**src/rtl/bsa_pkg.sv**
```systemverilog
package bsa_pkg;

    localparam logic [2:0] REQ_SET       = 3'd0;
    localparam logic [2:0] REQ_CLEAR     = 3'd1;
    localparam logic [2:0] REQ_TEST      = 3'd2;
    localparam logic [2:0] REQ_CLEAR_ALL = 3'd3;
    localparam logic [2:0] REQ_SET_ALL   = 3'd4;
    localparam logic [2:0] REQ_FIND      = 3'd5;

    localparam logic [1:0] ST_OK        = 2'd0;
    localparam logic [1:0] ST_BAD_INDEX = 2'd1;
    localparam logic [1:0] ST_FULL      = 2'd2;

    localparam logic [7:0]  BYTE_ONES  = 8'hff;
    localparam logic [7:0]  BYTE_ZERO  = 8'h00;
    localparam logic [7:0]  BIT_ONE    = 8'h01;
    localparam logic [10:0] SIZE_RESET = 11'd1024;
    localparam int          CHUNK_W    = 32;

    typedef struct packed {
        logic       capture;
        logic       cnt_inc;
        logic       rd_bit;
        logic       bit_update;
        logic       wr_fill;
        logic       fill_ones;
        logic       rd_find;
        logic       find_update;
        logic       res_load;
        logic [1:0] res_status;
    } t_bsa_cmd;

    typedef struct packed {
        logic [2:0] req;
        logic       beyond_cap;
        logic       in_range;
        logic       none_in_use;
        logic       sweep_last;
        logic       init_last;
        logic       chunk_hit;
        logic       chunk_last;
    } t_bsa_stat;

endpackage

```
**src/rtl/bsa_ctrl.sv**
```systemverilog
module bsa_ctrl (
    input  logic                i_clk,
    input  logic                i_rst_n,
    input  logic                i_req_valid,
    output logic                o_req_ready,
    output logic                o_rsp_valid,
    input  logic                i_rsp_ready,
    input  bsa_pkg::t_bsa_stat  i_stat,
    output bsa_pkg::t_bsa_cmd   o_cmd
);
    import bsa_pkg::*;

    typedef enum logic [2:0] {
        S_INIT,
        S_IDLE,
        S_DECODE,
        S_BIT,
        S_SWEEP,
        S_SCAN,
        S_FIND,
        S_DONE
    } t_state;

    t_state   r_state;
    t_state   n_state;
    logic     r_req_ready;
    logic     r_rsp_valid;
    t_bsa_cmd w_cmd;

    always_comb begin
        n_state = r_state;
        w_cmd   = '0;
        case (r_state)
            S_INIT: begin
                w_cmd.wr_fill = 1'b1;
                w_cmd.cnt_inc = 1'b1;
                if (i_stat.init_last) begin
                    n_state = S_IDLE;
                end
            end
            S_IDLE: begin
                if (i_req_valid) begin
                    w_cmd.capture = 1'b1;
                    n_state       = S_DECODE;
                end
            end
            S_DECODE: begin
                case (i_stat.req)
                    REQ_SET, REQ_CLEAR, REQ_TEST: begin
                        if (i_stat.req == REQ_SET && i_stat.beyond_cap) begin
                            w_cmd.res_load   = 1'b1;
                            w_cmd.res_status = ST_FULL;
                            n_state          = S_DONE;
                        end else if (!i_stat.in_range) begin
                            w_cmd.res_load   = 1'b1;
                            w_cmd.res_status = ST_BAD_INDEX;
                            n_state          = S_DONE;
                        end else begin
                            w_cmd.rd_bit = 1'b1;
                            n_state      = S_BIT;
                        end
                    end
                    REQ_CLEAR_ALL, REQ_SET_ALL: begin
                        n_state = i_stat.none_in_use ? S_DONE : S_SWEEP;
                    end
                    REQ_FIND: begin
                        n_state = S_SCAN;
                    end
                    default: begin
                        w_cmd.res_load   = 1'b1;
                        w_cmd.res_status = ST_BAD_INDEX;
                        n_state          = S_DONE;
                    end
                endcase
            end
            S_BIT: begin
                w_cmd.bit_update = 1'b1;
                n_state          = S_DONE;
            end
            S_SWEEP: begin
                w_cmd.wr_fill   = 1'b1;
                w_cmd.fill_ones = (i_stat.req == REQ_SET_ALL);
                w_cmd.cnt_inc   = 1'b1;
                if (i_stat.sweep_last) begin
                    n_state = S_DONE;
                end
            end
            S_SCAN: begin
                if (i_stat.chunk_hit) begin
                    w_cmd.rd_find = 1'b1;
                    n_state       = S_FIND;
                end else if (i_stat.chunk_last) begin
                    w_cmd.res_load   = 1'b1;
                    w_cmd.res_status = ST_FULL;
                    n_state          = S_DONE;
                end else begin
                    w_cmd.cnt_inc = 1'b1;
                end
            end
            S_FIND: begin
                w_cmd.find_update = 1'b1;
                n_state           = S_DONE;
            end
            S_DONE: begin
                if (i_rsp_ready) begin
                    n_state = S_IDLE;
                end
            end
            default: begin
                n_state = S_IDLE;
            end
        endcase
    end

    always_ff @(posedge i_clk) begin
        if (!i_rst_n) begin
            r_state     <= S_INIT;
            r_req_ready <= 1'b0;
            r_rsp_valid <= 1'b0;
        end else begin
            r_state     <= n_state;
            r_req_ready <= (n_state == S_IDLE);
            r_rsp_valid <= (n_state == S_DONE);
        end
    end

    assign o_cmd       = w_cmd;
    assign o_req_ready = r_req_ready;
    assign o_rsp_valid = r_rsp_valid;

    a_scan_continues: assert property (@(posedge i_clk) disable iff (!i_rst_n)
        (r_state == S_SCAN && !i_stat.chunk_hit && !i_stat.chunk_last) |=> (r_state == S_SCAN))
        else $error("scan left early without a hit");

    a_bit_after_decode: assert property (@(posedge i_clk) disable iff (!i_rst_n)
        (r_state == S_BIT) |-> ($past(r_state) == S_DECODE))
        else $error("bit update without a preceding read");

endmodule

```
**src/rtl/bsa_datapath.sv**
```systemverilog
module bsa_datapath #(
    parameter int NUM_BYTES = 128
) (
    input  logic               i_clk,
    input  logic               i_rst_n,
    input  logic               i_cfg_we,
    input  logic [10:0]        i_cfg_wdata,
    input  logic [2:0]         i_req_type,
    input  logic [9:0]         i_bit_index,
    input  bsa_pkg::t_bsa_cmd  i_cmd,
    output bsa_pkg::t_bsa_stat o_stat,
    output logic [1:0]         o_status,
    output logic               o_bit_was_set,
    output logic [9:0]         o_found_position
);
    import bsa_pkg::*;

    localparam int AW   = (NUM_BYTES > 1) ? $clog2(NUM_BYTES) : 1;
    localparam int CW   = $clog2(NUM_BYTES + 1);
    localparam int NW   = (CW > 9) ? CW : 9;
    localparam int NCH  = (NUM_BYTES + CHUNK_W - 1) / CHUNK_W;
    localparam int CHW  = (NCH > 1) ? $clog2(NCH) : 1;
    localparam int EW   = (NW > CHW + 5) ? NW : CHW + 5;
    localparam int PADW = NCH * CHUNK_W;

    logic [7:0]         r_mem [0:NUM_BYTES-1];
    logic [NUM_BYTES-1:0] r_full;
    logic [7:0]         r_rdata;
    logic [2:0]         r_req;
    logic [9:0]         r_bit;
    logic [10:0]        r_size;
    logic [AW-1:0]      r_cnt;
    logic [AW-1:0]      r_faddr;
    logic [1:0]         r_status;
    logic               r_was_set;
    logic [9:0]         r_pos;

    logic [11:0]        w_sum;
    logic [EW-1:0]      w_raw;
    logic [EW-1:0]      w_nbytes;
    logic [EW+2:0]      w_bit_ext;
    logic [EW+2:0]      w_limit;
    logic [AW-1:0]      w_bit_addr;
    logic [7:0]         w_mask;
    logic [PADW-1:0]    w_pad;
    logic [CHW-1:0]     w_chunk;
    logic [CHUNK_W-1:0] w_slice;
    logic [CHUNK_W-1:0] w_free;
    logic [4:0]         w_enc;
    logic [EW-1:0]      w_fidx;
    logic [2:0]         w_fbit;
    logic [EW+2:0]      w_fpos;
    logic               w_we;
    logic [AW-1:0]      w_wa;
    logic [7:0]         w_wd;
    logic [AW-1:0]      w_ra;

    assign w_sum      = {1'b0, r_size} + 12'd7;
    assign w_raw      = EW'(w_sum[11:3]);
    assign w_nbytes   = (w_raw > EW'(NUM_BYTES)) ? EW'(NUM_BYTES) : w_raw;
    assign w_bit_ext  = (EW + 3)'(r_bit);
    assign w_limit    = {w_nbytes, 3'b000};
    assign w_bit_addr = AW'(EW'(r_bit[9:3]));
    assign w_mask     = BIT_ONE << r_bit[2:0];

    for (genvar g = 0; g < PADW; g++) begin : g_pad
        if (g < NUM_BYTES) begin : g_used
            assign w_pad[g] = r_full[g];
        end else begin : g_spare
            assign w_pad[g] = 1'b1;
        end
    end

    assign w_chunk = r_cnt[CHW-1:0];
    assign w_slice = w_pad[{w_chunk, 5'd0} +: CHUNK_W];

    always_comb begin
        logic [EW-1:0] v_idx;
        v_idx  = '0;
        w_free = '0;
        for (int j = 0; j < CHUNK_W; j++) begin
            v_idx     = EW'({w_chunk, 5'(j)});
            w_free[j] = !w_slice[j] && (v_idx < w_nbytes);
        end
    end

    always_comb begin
        w_enc = '0;
        for (int j = CHUNK_W - 1; j >= 0; j--) begin
            if (w_free[j]) begin
                w_enc = 5'(j);
            end
        end
    end

    assign w_fidx = EW'({w_chunk, w_enc});

    always_comb begin
        w_fbit = 3'd7;
        for (int k = 6; k >= 0; k--) begin
            if (!r_rdata[k]) begin
                w_fbit = 3'(k);
            end
        end
    end

    assign w_fpos = (EW + 3)'({r_faddr, w_fbit});

    always_comb begin
        w_we = 1'b0;
        w_wa = r_cnt;
        w_wd = BYTE_ZERO;
        if (i_cmd.wr_fill) begin
            w_we = 1'b1;
            w_wd = i_cmd.fill_ones ? BYTE_ONES : BYTE_ZERO;
        end else if (i_cmd.bit_update && (r_req inside {REQ_SET, REQ_CLEAR})) begin
            w_we = 1'b1;
            w_wa = w_bit_addr;
            w_wd = (r_req == REQ_SET) ? (r_rdata | w_mask) : (r_rdata & ~w_mask);
        end else if (i_cmd.find_update) begin
            w_we = 1'b1;
            w_wa = r_faddr;
            w_wd = r_rdata | (BIT_ONE << w_fbit);
        end
    end

    assign w_ra = i_cmd.rd_find ? w_fidx[AW-1:0] : w_bit_addr;

    always_ff @(posedge i_clk) begin
        if (w_we) begin
            r_mem[w_wa] <= w_wd;
        end
        if (i_cmd.rd_bit || i_cmd.rd_find) begin
            r_rdata <= r_mem[w_ra];
        end
    end

    always_ff @(posedge i_clk) begin
        if (!i_rst_n) begin
            r_full <= '0;
            r_size <= SIZE_RESET;
            r_cnt  <= '0;
        end else begin
            if (w_we) begin
                r_full[w_wa] <= (w_wd == BYTE_ONES);
            end
            if (i_cfg_we) begin
                r_size <= i_cfg_wdata;
            end
            if (i_cmd.capture) begin
                r_cnt <= '0;
            end else if (i_cmd.cnt_inc) begin
                r_cnt <= r_cnt + 1'b1;
            end
        end
    end

    always_ff @(posedge i_clk) begin
        if (i_cmd.capture) begin
            r_req     <= i_req_type;
            r_bit     <= i_bit_index;
            r_status  <= ST_OK;
            r_was_set <= 1'b0;
            r_pos     <= '0;
        end
        if (i_cmd.res_load) begin
            r_status <= i_cmd.res_status;
        end
        if (i_cmd.bit_update && r_req == REQ_TEST) begin
            r_was_set <= |(r_rdata & w_mask);
        end
        if (i_cmd.rd_find) begin
            r_faddr <= w_fidx[AW-1:0];
        end
        if (i_cmd.find_update) begin
            r_pos <= w_fpos[9:0];
        end
    end

    assign o_stat.req         = r_req;
    assign o_stat.beyond_cap  = (w_bit_ext >= (EW + 3)'(NUM_BYTES * 8));
    assign o_stat.in_range    = (w_bit_ext < w_limit);
    assign o_stat.none_in_use = (w_nbytes == '0);
    assign o_stat.sweep_last  = (EW'(r_cnt) == w_nbytes - 1'b1);
    assign o_stat.init_last   = (r_cnt == AW'(NUM_BYTES - 1));
    assign o_stat.chunk_hit   = |w_free;
    assign o_stat.chunk_last  = (w_chunk == CHW'(NCH - 1));

    assign o_status         = r_status;
    assign o_bit_was_set    = r_was_set;
    assign o_found_position = r_pos;

    a_found_not_full: assert property (@(posedge i_clk) disable iff (!i_rst_n)
        i_cmd.find_update |-> (r_rdata != BYTE_ONES))
        else $error("allocation chose a byte with no clear bit");

    a_find_follows_read: assert property (@(posedge i_clk) disable iff (!i_rst_n)
        i_cmd.find_update |-> $past(i_cmd.rd_find))
        else $error("allocation write without a byte read");

endmodule

```
**src/rtl/bitmap_slot_allocator.sv**
```systemverilog
// Channel   Direction  Handshake                     Payload
// request   in         i_req_valid / o_req_ready     i_req_type, i_bit_index
// response  out        o_rsp_valid / i_rsp_ready     o_status, o_bit_was_set, o_found_position
// config    in         i_cfg_we                      i_cfg_wdata
//
// Set, clear and test read the addressed byte, then set or clear its bit or record it (test).
// A refused index or an unknown request goes straight to the response.
// Find and set searches 32-byte groups in order and marks the first clear bit, or reports full.
// Clear all and set all write each byte in use, one memory write a cycle.
// After reset a clearing pass zeroes the map before the first request.
// One request is in flight at a time; a stalled response holds the block until it is taken.
module bitmap_slot_allocator #(
    parameter int NUM_BYTES = 128
) (
    input  logic        i_clk,
    input  logic        i_rst_n,
    input  logic        i_req_valid,
    output logic        o_req_ready,
    input  logic [2:0]  i_req_type,
    input  logic [9:0]  i_bit_index,
    output logic        o_rsp_valid,
    input  logic        i_rsp_ready,
    output logic [1:0]  o_status,
    output logic        o_bit_was_set,
    output logic [9:0]  o_found_position,
    input  logic        i_cfg_we,
    input  logic [10:0] i_cfg_wdata
);
    import bsa_pkg::*;

    t_bsa_cmd  w_cmd;
    t_bsa_stat w_stat;

    bsa_ctrl u_ctrl (
        .i_clk       (i_clk),
        .i_rst_n     (i_rst_n),
        .i_req_valid (i_req_valid),
        .o_req_ready (o_req_ready),
        .o_rsp_valid (o_rsp_valid),
        .i_rsp_ready (i_rsp_ready),
        .i_stat      (w_stat),
        .o_cmd       (w_cmd)
    );

    bsa_datapath #(
        .NUM_BYTES (NUM_BYTES)
    ) u_datapath (
        .i_clk            (i_clk),
        .i_rst_n          (i_rst_n),
        .i_cfg_we         (i_cfg_we),
        .i_cfg_wdata      (i_cfg_wdata),
        .i_req_type       (i_req_type),
        .i_bit_index      (i_bit_index),
        .i_cmd            (w_cmd),
        .o_stat           (w_stat),
        .o_status         (o_status),
        .o_bit_was_set    (o_bit_was_set),
        .o_found_position (o_found_position)
    );

endmodule
```
**config.mk**
```make
export PLATFORM = sky130hd
export DESIGN_NAME = bitmap_slot_allocator
export DESIGN_NICKNAME = d
export VERILOG_FILES = /design/src/rtl/bsa_pkg.sv /design/src/rtl/bsa_ctrl.sv /design/src/rtl/bsa_datapath.sv /design/src/rtl/bitmap_slot_allocator.sv
export SDC_FILE = /design/constraint.sdc
export NUM_CORES = 2
export LEC_CHECK = 0
export BUFFER_PORTS_ARGS = -buffer_cell sky130_fd_sc_hd__buf_2
export CORE_MARGIN = 1
export CORE_UTILIZATION = 45
export CTS_CLUSTER_DIAMETER = 40
export CTS_CLUSTER_SIZE = 24
export DETAILED_ROUTE_END_ITERATION = 7
export HOLD_SLACK_MARGIN = 0.12
export PLACE_DENSITY = 0.56
export SKIP_LAST_GASP = 1
export SYNTH_ARGS = -nofsm -noshare
export SYNTH_HDL_FRONTEND = slang
export SYNTH_SLANG_ARGS = --single-unit
export TNS_END_PERCENT = 20
```
**constraint.sdc**
```tcl
create_clock -name i_clk -period 13.4 [get_ports i_clk]
set_input_delay 1.34 -clock i_clk [delete_from_list [all_inputs] [get_ports i_clk]]
set_output_delay 1.34 -clock i_clk [all_outputs]
set_load 0.005 [all_outputs]
```
Word-level counts from Yosys, hierarchy flattened --
Memory sizes are Yosys's and may differ from the RTL's. A register that Yosys moved wholly into a read port is not among the register bits. Cells that the tools add are included.
Cells by class: add/subtract/negate cells 3, magnitude comparators 37, eq/ne operators 18, shift-type cells 3, muxes and demuxes 95, bitwise operators 6, reduce and logical (&&, ||, !) cells 84
Operators by type and width (number):
- 7-bit by 9-bit less-than comparator with 1-bit output | 32
- 5-bit two-way mux | 32
- 128-bit bitwise mux | 1
- 128-bit by 8-bit variable part select with 32-bit output | 1
- 3-bit two-way mux | 16
- 8-bit two-way mux | 5
- 1-bit logical AND | 36
- 1-bit zero test | 32
- 32-bit OR reduction | 1
- 7-bit two-way mux | 4
- 1-bit two-way mux | 23
- 3-bit equality test, second input constant | 7
- 3-bit case mux with 7 select lines | 1
- 10-bit two-way mux | 2
- 8-bit AND | 2
- 8-bit OR | 2
- 1-bit by 3-bit << shifter with 8-bit output, first input constant | 2
- 11-bit by 3-bit adder with 12-bit output, second input constant | 1
- 3-bit by 2-bit equality test with 1-bit output, second input constant | 4
- 10-bit by 12-bit less-than comparator with 1-bit output | 1
- 3-bit case mux with 2 select lines | 2
- 10-bit by 11-bit >= comparator with 1-bit output, second input constant | 1
- 2-bit two-way mux | 5
- 3-bit by 1-bit equality test with 1-bit output, second input constant | 3
- other kinds (22) | 30
Word-level totals: bits in registers 184, bits in writable memories 1024, input bits 29, memories kept 1
Memory list:
- u_datapath.r_mem | words 128, width 8, rd ports 1, clocked after Yosys merged registers in 1, wr ports 1, line bsa_datapath.sv:26 | logic [7:0] r_mem [0:NUM_BYTES-1];

Logic depth before layout (Yosys ltp) --
word-level depth 38, depth in mapped cells 30

Modules after synthesis --
Synthesis repeated with hierarchy kept, for this count alone.
Unflattened totals: cell total of the unflattened synthesis 3866, area total of the unflattened synthesis 52522.9 um^2
By module, submodules not included:
- bsa_datapath | times used 1, cells an instance 3805, area an instance 52036.2 um^2, seq. area each 34903.5 um^2
- bsa_ctrl | times used 1, cells an instance 61, area an instance 486.7 um^2, seq. area each 100.1 um^2

Least setup slack after synthesis --
OpenSTA, ideal clock, no wires.
path kind flip-flop to flip-flop, start point register u_datapath.r_req[1], end point register u_datapath.r_full[92], data arrival time 6.092 ns, slack 7.238 ns, stages on the path, launching flop included 11, path buffers 3, clock period less this slack 6.162 ns, cell sequence edfxtp_1 clkbuf_1 nor3_1 mux2i_1 o221ai_1 nand4_1 nor3b_1 clkbuf_1 clkbuf_1 nand2_1 a21oi_1
On the way: elaborated cells between the ends (all ways) 21, classes of those cells order compare: 2; eq/ne: 3; mux: 12; reduce/logical: 4
RTL lines:
- start, declared | line bsa_datapath.sv:29 | logic [2:0] r_req;
- start signal, assigned | line bsa_datapath.sv:160 | r_req <= i_req_type;
- 3-bit by 1-bit equality test with 1-bit output or 3-bit zero test (tied branches) | line bsa_datapath.sv:116, bsa_datapath.sv:119
- 2-bit nonzero test | line bsa_datapath.sv:116 | end else if (i_cmd.bit_update && (r_req inside {REQ_SET, REQ_CLEAR})) begin
- 1-bit logical AND | line bsa_datapath.sv:116
- 8-bit two-way mux | line bsa_datapath.sv:116
- 8-bit two-way mux (*) | line bsa_datapath.sv:113 | if (i_cmd.wr_fill) begin
- via u_datapath.w_wd[3] | line bsa_datapath.sv:55 | logic [7:0] w_wd;
- 8-bit equality test (*) | line bsa_datapath.sv:145 | r_full[w_wa] <= (w_wd == BYTE_ONES);
- 128-bit bitwise mux (*) | line bsa_datapath.sv:145
- end signal, assigned by index | line bsa_datapath.sv:145
- end, declared | line bsa_datapath.sv:27 | logic [NUM_BYTES-1:0] r_full;
The timed path passes the listed nets; every way through them passes the cells marked *. A chain may end at the register's enable or synchronous reset.

Final worst setup path --
start point register u_datapath.r_size[5], end point register u_datapath.r_rdata[2] (read register of u_datapath.r_mem), data pin
On the way: word-level cells in the longest chain between the ends 38, elaborated cells between the ends (all ways) 109, classes of those cells add/sub: 1; order compare: 34; mux: 40; reduce/logical: 34
RTL lines:
- start, declared | line bsa_datapath.sv:31 | logic [10:0] r_size;
- start signal, assigned | line bsa_datapath.sv:148 | r_size <= i_cfg_wdata;
- 11-bit by 3-bit adder with 12-bit output (*) | line bsa_datapath.sv:58 | assign w_sum = {1'b0, r_size} + 12'd7;
- 9-bit by 8-bit > comparator with 1-bit output | line bsa_datapath.sv:60 | assign w_nbytes = (w_raw > EW'(NUM_BYTES)) ? EW'(NUM_BYTES) : w_raw;
- 9-bit two-way mux (*) | line bsa_datapath.sv:60
- 7-bit by 9-bit less-than comparator with 1-bit output | line bsa_datapath.sv:83 | w_free[j] = !w_slice[j] && (v_idx < w_nbytes);
- 1-bit logical AND | line bsa_datapath.sv:83
- 5-bit two-way mux (32 in a row) | line bsa_datapath.sv:90 | if (w_free[j]) begin
- 7-bit two-way mux | line bsa_datapath.sv:127 | assign w_ra = i_cmd.rd_find ? w_fidx[AW-1:0] : w_bit_addr;
- end, declared | line bsa_datapath.sv:28 | logic [7:0] r_rdata;
Every way passes the cells marked *; elsewhere a longest branch is shown, timed or not.

==> run_results.csv <==
group,metric,value,unit
status,outcome,"completed",
clocking,cts_hold_buf,0,
yosys,yosysTopAreaCell,"edfxtp_1",
timing,timing.final.crit_share,67.1,%
timing,min_period,9.00,ns
floorplan,initial_core_util,45.6,%
min_path,hold_path_class,"reg2reg",
timing,hold_violations,0,
route,vias,34300,
yosys,synth_area,51500,µm²
yosys,yosys_warnings,0,
floorplan,io_pins,44,
worst_setup_path,critPathCaptureType,"flop",
floorplan,fp.dieW,340,µm
route,via_per_inst,6.35,
yosys,synthesis.nets,3789,
floorplan,row_count,123,
clocking,clock_sinks,1216,
job,cap_violations,0,
placed_design,portBuffers,43,
clocking,cts_made_buffers,153,
yosys,yosysSeqAreaShare,67.9,%
grt,grt_max_degree,155,
clocking,cts_resized,0,
yosys,ys_async_sr_fraction,0,%
worst_setup_path,start_kind,"flop",
clocking,post-cts-setup-buffer-count,0,
route,drtIter0Drc,4075,
placed_design,hpwl,103,mm
grt,overflow,0,
yosys,syn_avg_cell_area,13.7,µm²
yosys,synth_common_cells,"1065 x edfxtp_1, 265 x and3_1, 264 x a211oi_1",
worst_setup_path,crit_required,13.96,ns
worst_setup_path,cp_data_arrival_time,9.55,ns
power,p_per_area,154,nW/µm²
timing,finClkSkew,0.0355,ns
timing,worst_slew_pin_slew,1.32,ns
floorplan,fp.dieArea,116000,µm²
yosys,ys_seq_elements,1216,
cells_and_area,finish.utilization,51.7,%
yosys,synth_area_leaders,"edfxtp_1 62%, dfxtp_1 5.9%, a211oi_1 3.8%, and3_1 3.2%, mux2_2 3.1%",
clocking,cts_buffer_depth,3,
grt,grt_usage,27.2,%
clocking,cts_max_level,4,
grt,grt_pass1_vias,32500,
timing,setup_viol,0,
cells_and_area,syn_to_final_growth,13.3,%
yosys,synth_edf_count,1065,
worst_setup_path,crit_type,"reg2reg",
clocking,cts-root-buf,"clkbuf_16",
clocking,clkTransAtPathRegs,0.06,ns
clocking,clkLatencyLatePin,0.77,ns
grt,grt_pass1_wl,230,mm
cells_and_area,drive_gt1_share,16.5,%
yosys,yosysMostFrequentCell,"edfxtp_1",
timing,setup_tns,0,ns
yosys,yosys.area.top_type_share,62.1,%
floorplan,core,113000,µm²
timing,rsz0062_at_grt,"false",
route,post_drt_wl_per_cell,29.8,µm
yosys,syn_inst,3749,
yosys,synth_top_flop_cell,"edfxtp_1",
route,drcViolationCount,0,
route,drt_wl_total,161,mm
timing,clock.fmax,111,MHz
route,antenna_left,0,
timing,slew_violations,0,
worst_setup_path,critPathMaxFanout,154,
placed_design,gp_congestion,0.941,
worst_setup_path,worst-r2r-setup-slack,4.40,ns
floorplan,die_y,340,µm
power,finalPower,0.00901,W
yosys,synth_cell_type_count,107,
power,power.leakage,18.3,nW
timing,max-slew-margin-rel,11.7,%
clocking,cts_tree,"built",
route,firstDrtPassIters,5,
power,ir_drop,0.140,mV
grt,antenna_found_initial,5,
cells_and_area,fin_nets,3808,
kinds of logic (layout without fill, tap and decap cells):
family,after synthesis,in the layout,share of synthesized area [%]
AOI/OAI and AO/OA,937,937,12.5
other,0,1,0
buffers and inverters,311,456,2.86
DFF,1216,1216,67.9
xor gates and xnor gates,17,17,0.289
adders and majority gates,11,11,0.267
and+or+nand+nor,1004,1004,10.1
muxes,253,253,6.06
flip-flops by register name, indices dropped and copies added, names as in the netlist:
name                         cells
u_datapath.o_bit_was_set         1
u_datapath.o_status              2
u_datapath.r_size               11
u_datapath.r_bit                10
u_datapath.o_found_position     10
u_ctrl.r_state                   3
u_datapath.r_faddr               7
u_ctrl.o_req_ready               1
u_ctrl.o_rsp_valid               1
u_datapath.r_rdata               8
u_datapath.r_req                 3
u_datapath.r_mem              1024
u_datapath.r_full              128
u_datapath.r_cnt                 7
path summary, 6_finish.rpt:
kind	cells past startpoint	start	to
hold / removal	2	u_datapath.r_full[99]	u_datapath.r_full[99]
hold reg to reg	2	u_datapath.r_full[99]	u_datapath.r_full[99]
setup / recovery	20	u_datapath.r_size[5]	u_datapath.r_rdata[2]
setup reg to reg	20	u_datapath.r_size[5]	u_datapath.r_rdata[2]
placed cells by master (no fill, tap or decap), types with 142 or more instances in the layout:
| master | synthesis | final |
|---|---|---|
| and3_1 | 265 | 265 |
| o21ai_0 | 160 | 159 |
| edfxtp_1 | 1065 | 1065 |
| clkbuf_16 | 0 | 156 |
| nand2_1 | 243 | 242 |
| dfxtp_1 | 151 | 149 |
| mux2_2 | 142 | 142 |
| a211oi_1 | 264 | 264 |
| a21oi_1 | 170 | 170 |
| nor2_1 | 209 | 208 |
critical path: stages, from the launching register on:
cell      delay (ns)
dfxtp_1         0.84
nand4_1         0.22
nor2_1          0.33
nand2_1         0.12
xnor2_1         0.14
nand2_1         0.13
ha_1            0.38
nand3b_1        0.14
a31oi_2         0.49
nand3_1         0.13
o311ai_1        0.61
nand4_1         0.31
and3b_1         0.49
a31o_4          0.36
nand2_8         0.46
nand2_8         0.76
buf_12          0.54
a211oi_1        0.20
nor4_1          0.90
a41oi_1         0.54
nor4_1          0.37
layout make-up:
| type | count | area, µm² |
|---|---|---|
| clock inverters | 107 | 1210 |
| multi-input cells | 2222 | 15200 |
| fillers | 9643 | 54600 |
| clock buffers | 174 | 3980 |
| inverters | 27 | 104 |
| diodes | 1 | 2.50 |
| repair buffers | 148 | 1030 |
| well taps | 1500 | 1880 |
| flip-flops and latches | 1216 | 35000 |
routing by layer:
layer / share of wire [%] / vias up / GRT usage, %
met1: 42 / 17600 / 37.8
met2: 46 / 1491 / 42.4
met3: 8.2 / 302 / 5.45
li1: - / 14900 / -
met5: 0.016 / - / 0
met4: 3.6 / 4 / 10.1
per-stage QoR:
stage | cells | worst slack (ns) | hold slack [ns] | cell area, µm²
after global routing | 5394 | 4.03 | 0.491 | 58400
after global placement | 5113 | 4.73 | 0.460 | 53200
final | 5395 | 4.40 | 0.479 | 58400
after floorplan | 3749 | 7.24 | 0.450 | 51500
after CTS | 5394 | 4.72 | 0.474 | 58400
after detailed placement | 5113 | 4.74 | 0.467 | 53200
power breakdown:
part	internal, W	switching (W)
clock network	0.00249	0.00170
registers	0.00414	0.0000287
logic	0.000190	0.000470
total	0.00682	0.00220
Power figures use the tool's default switching activity.
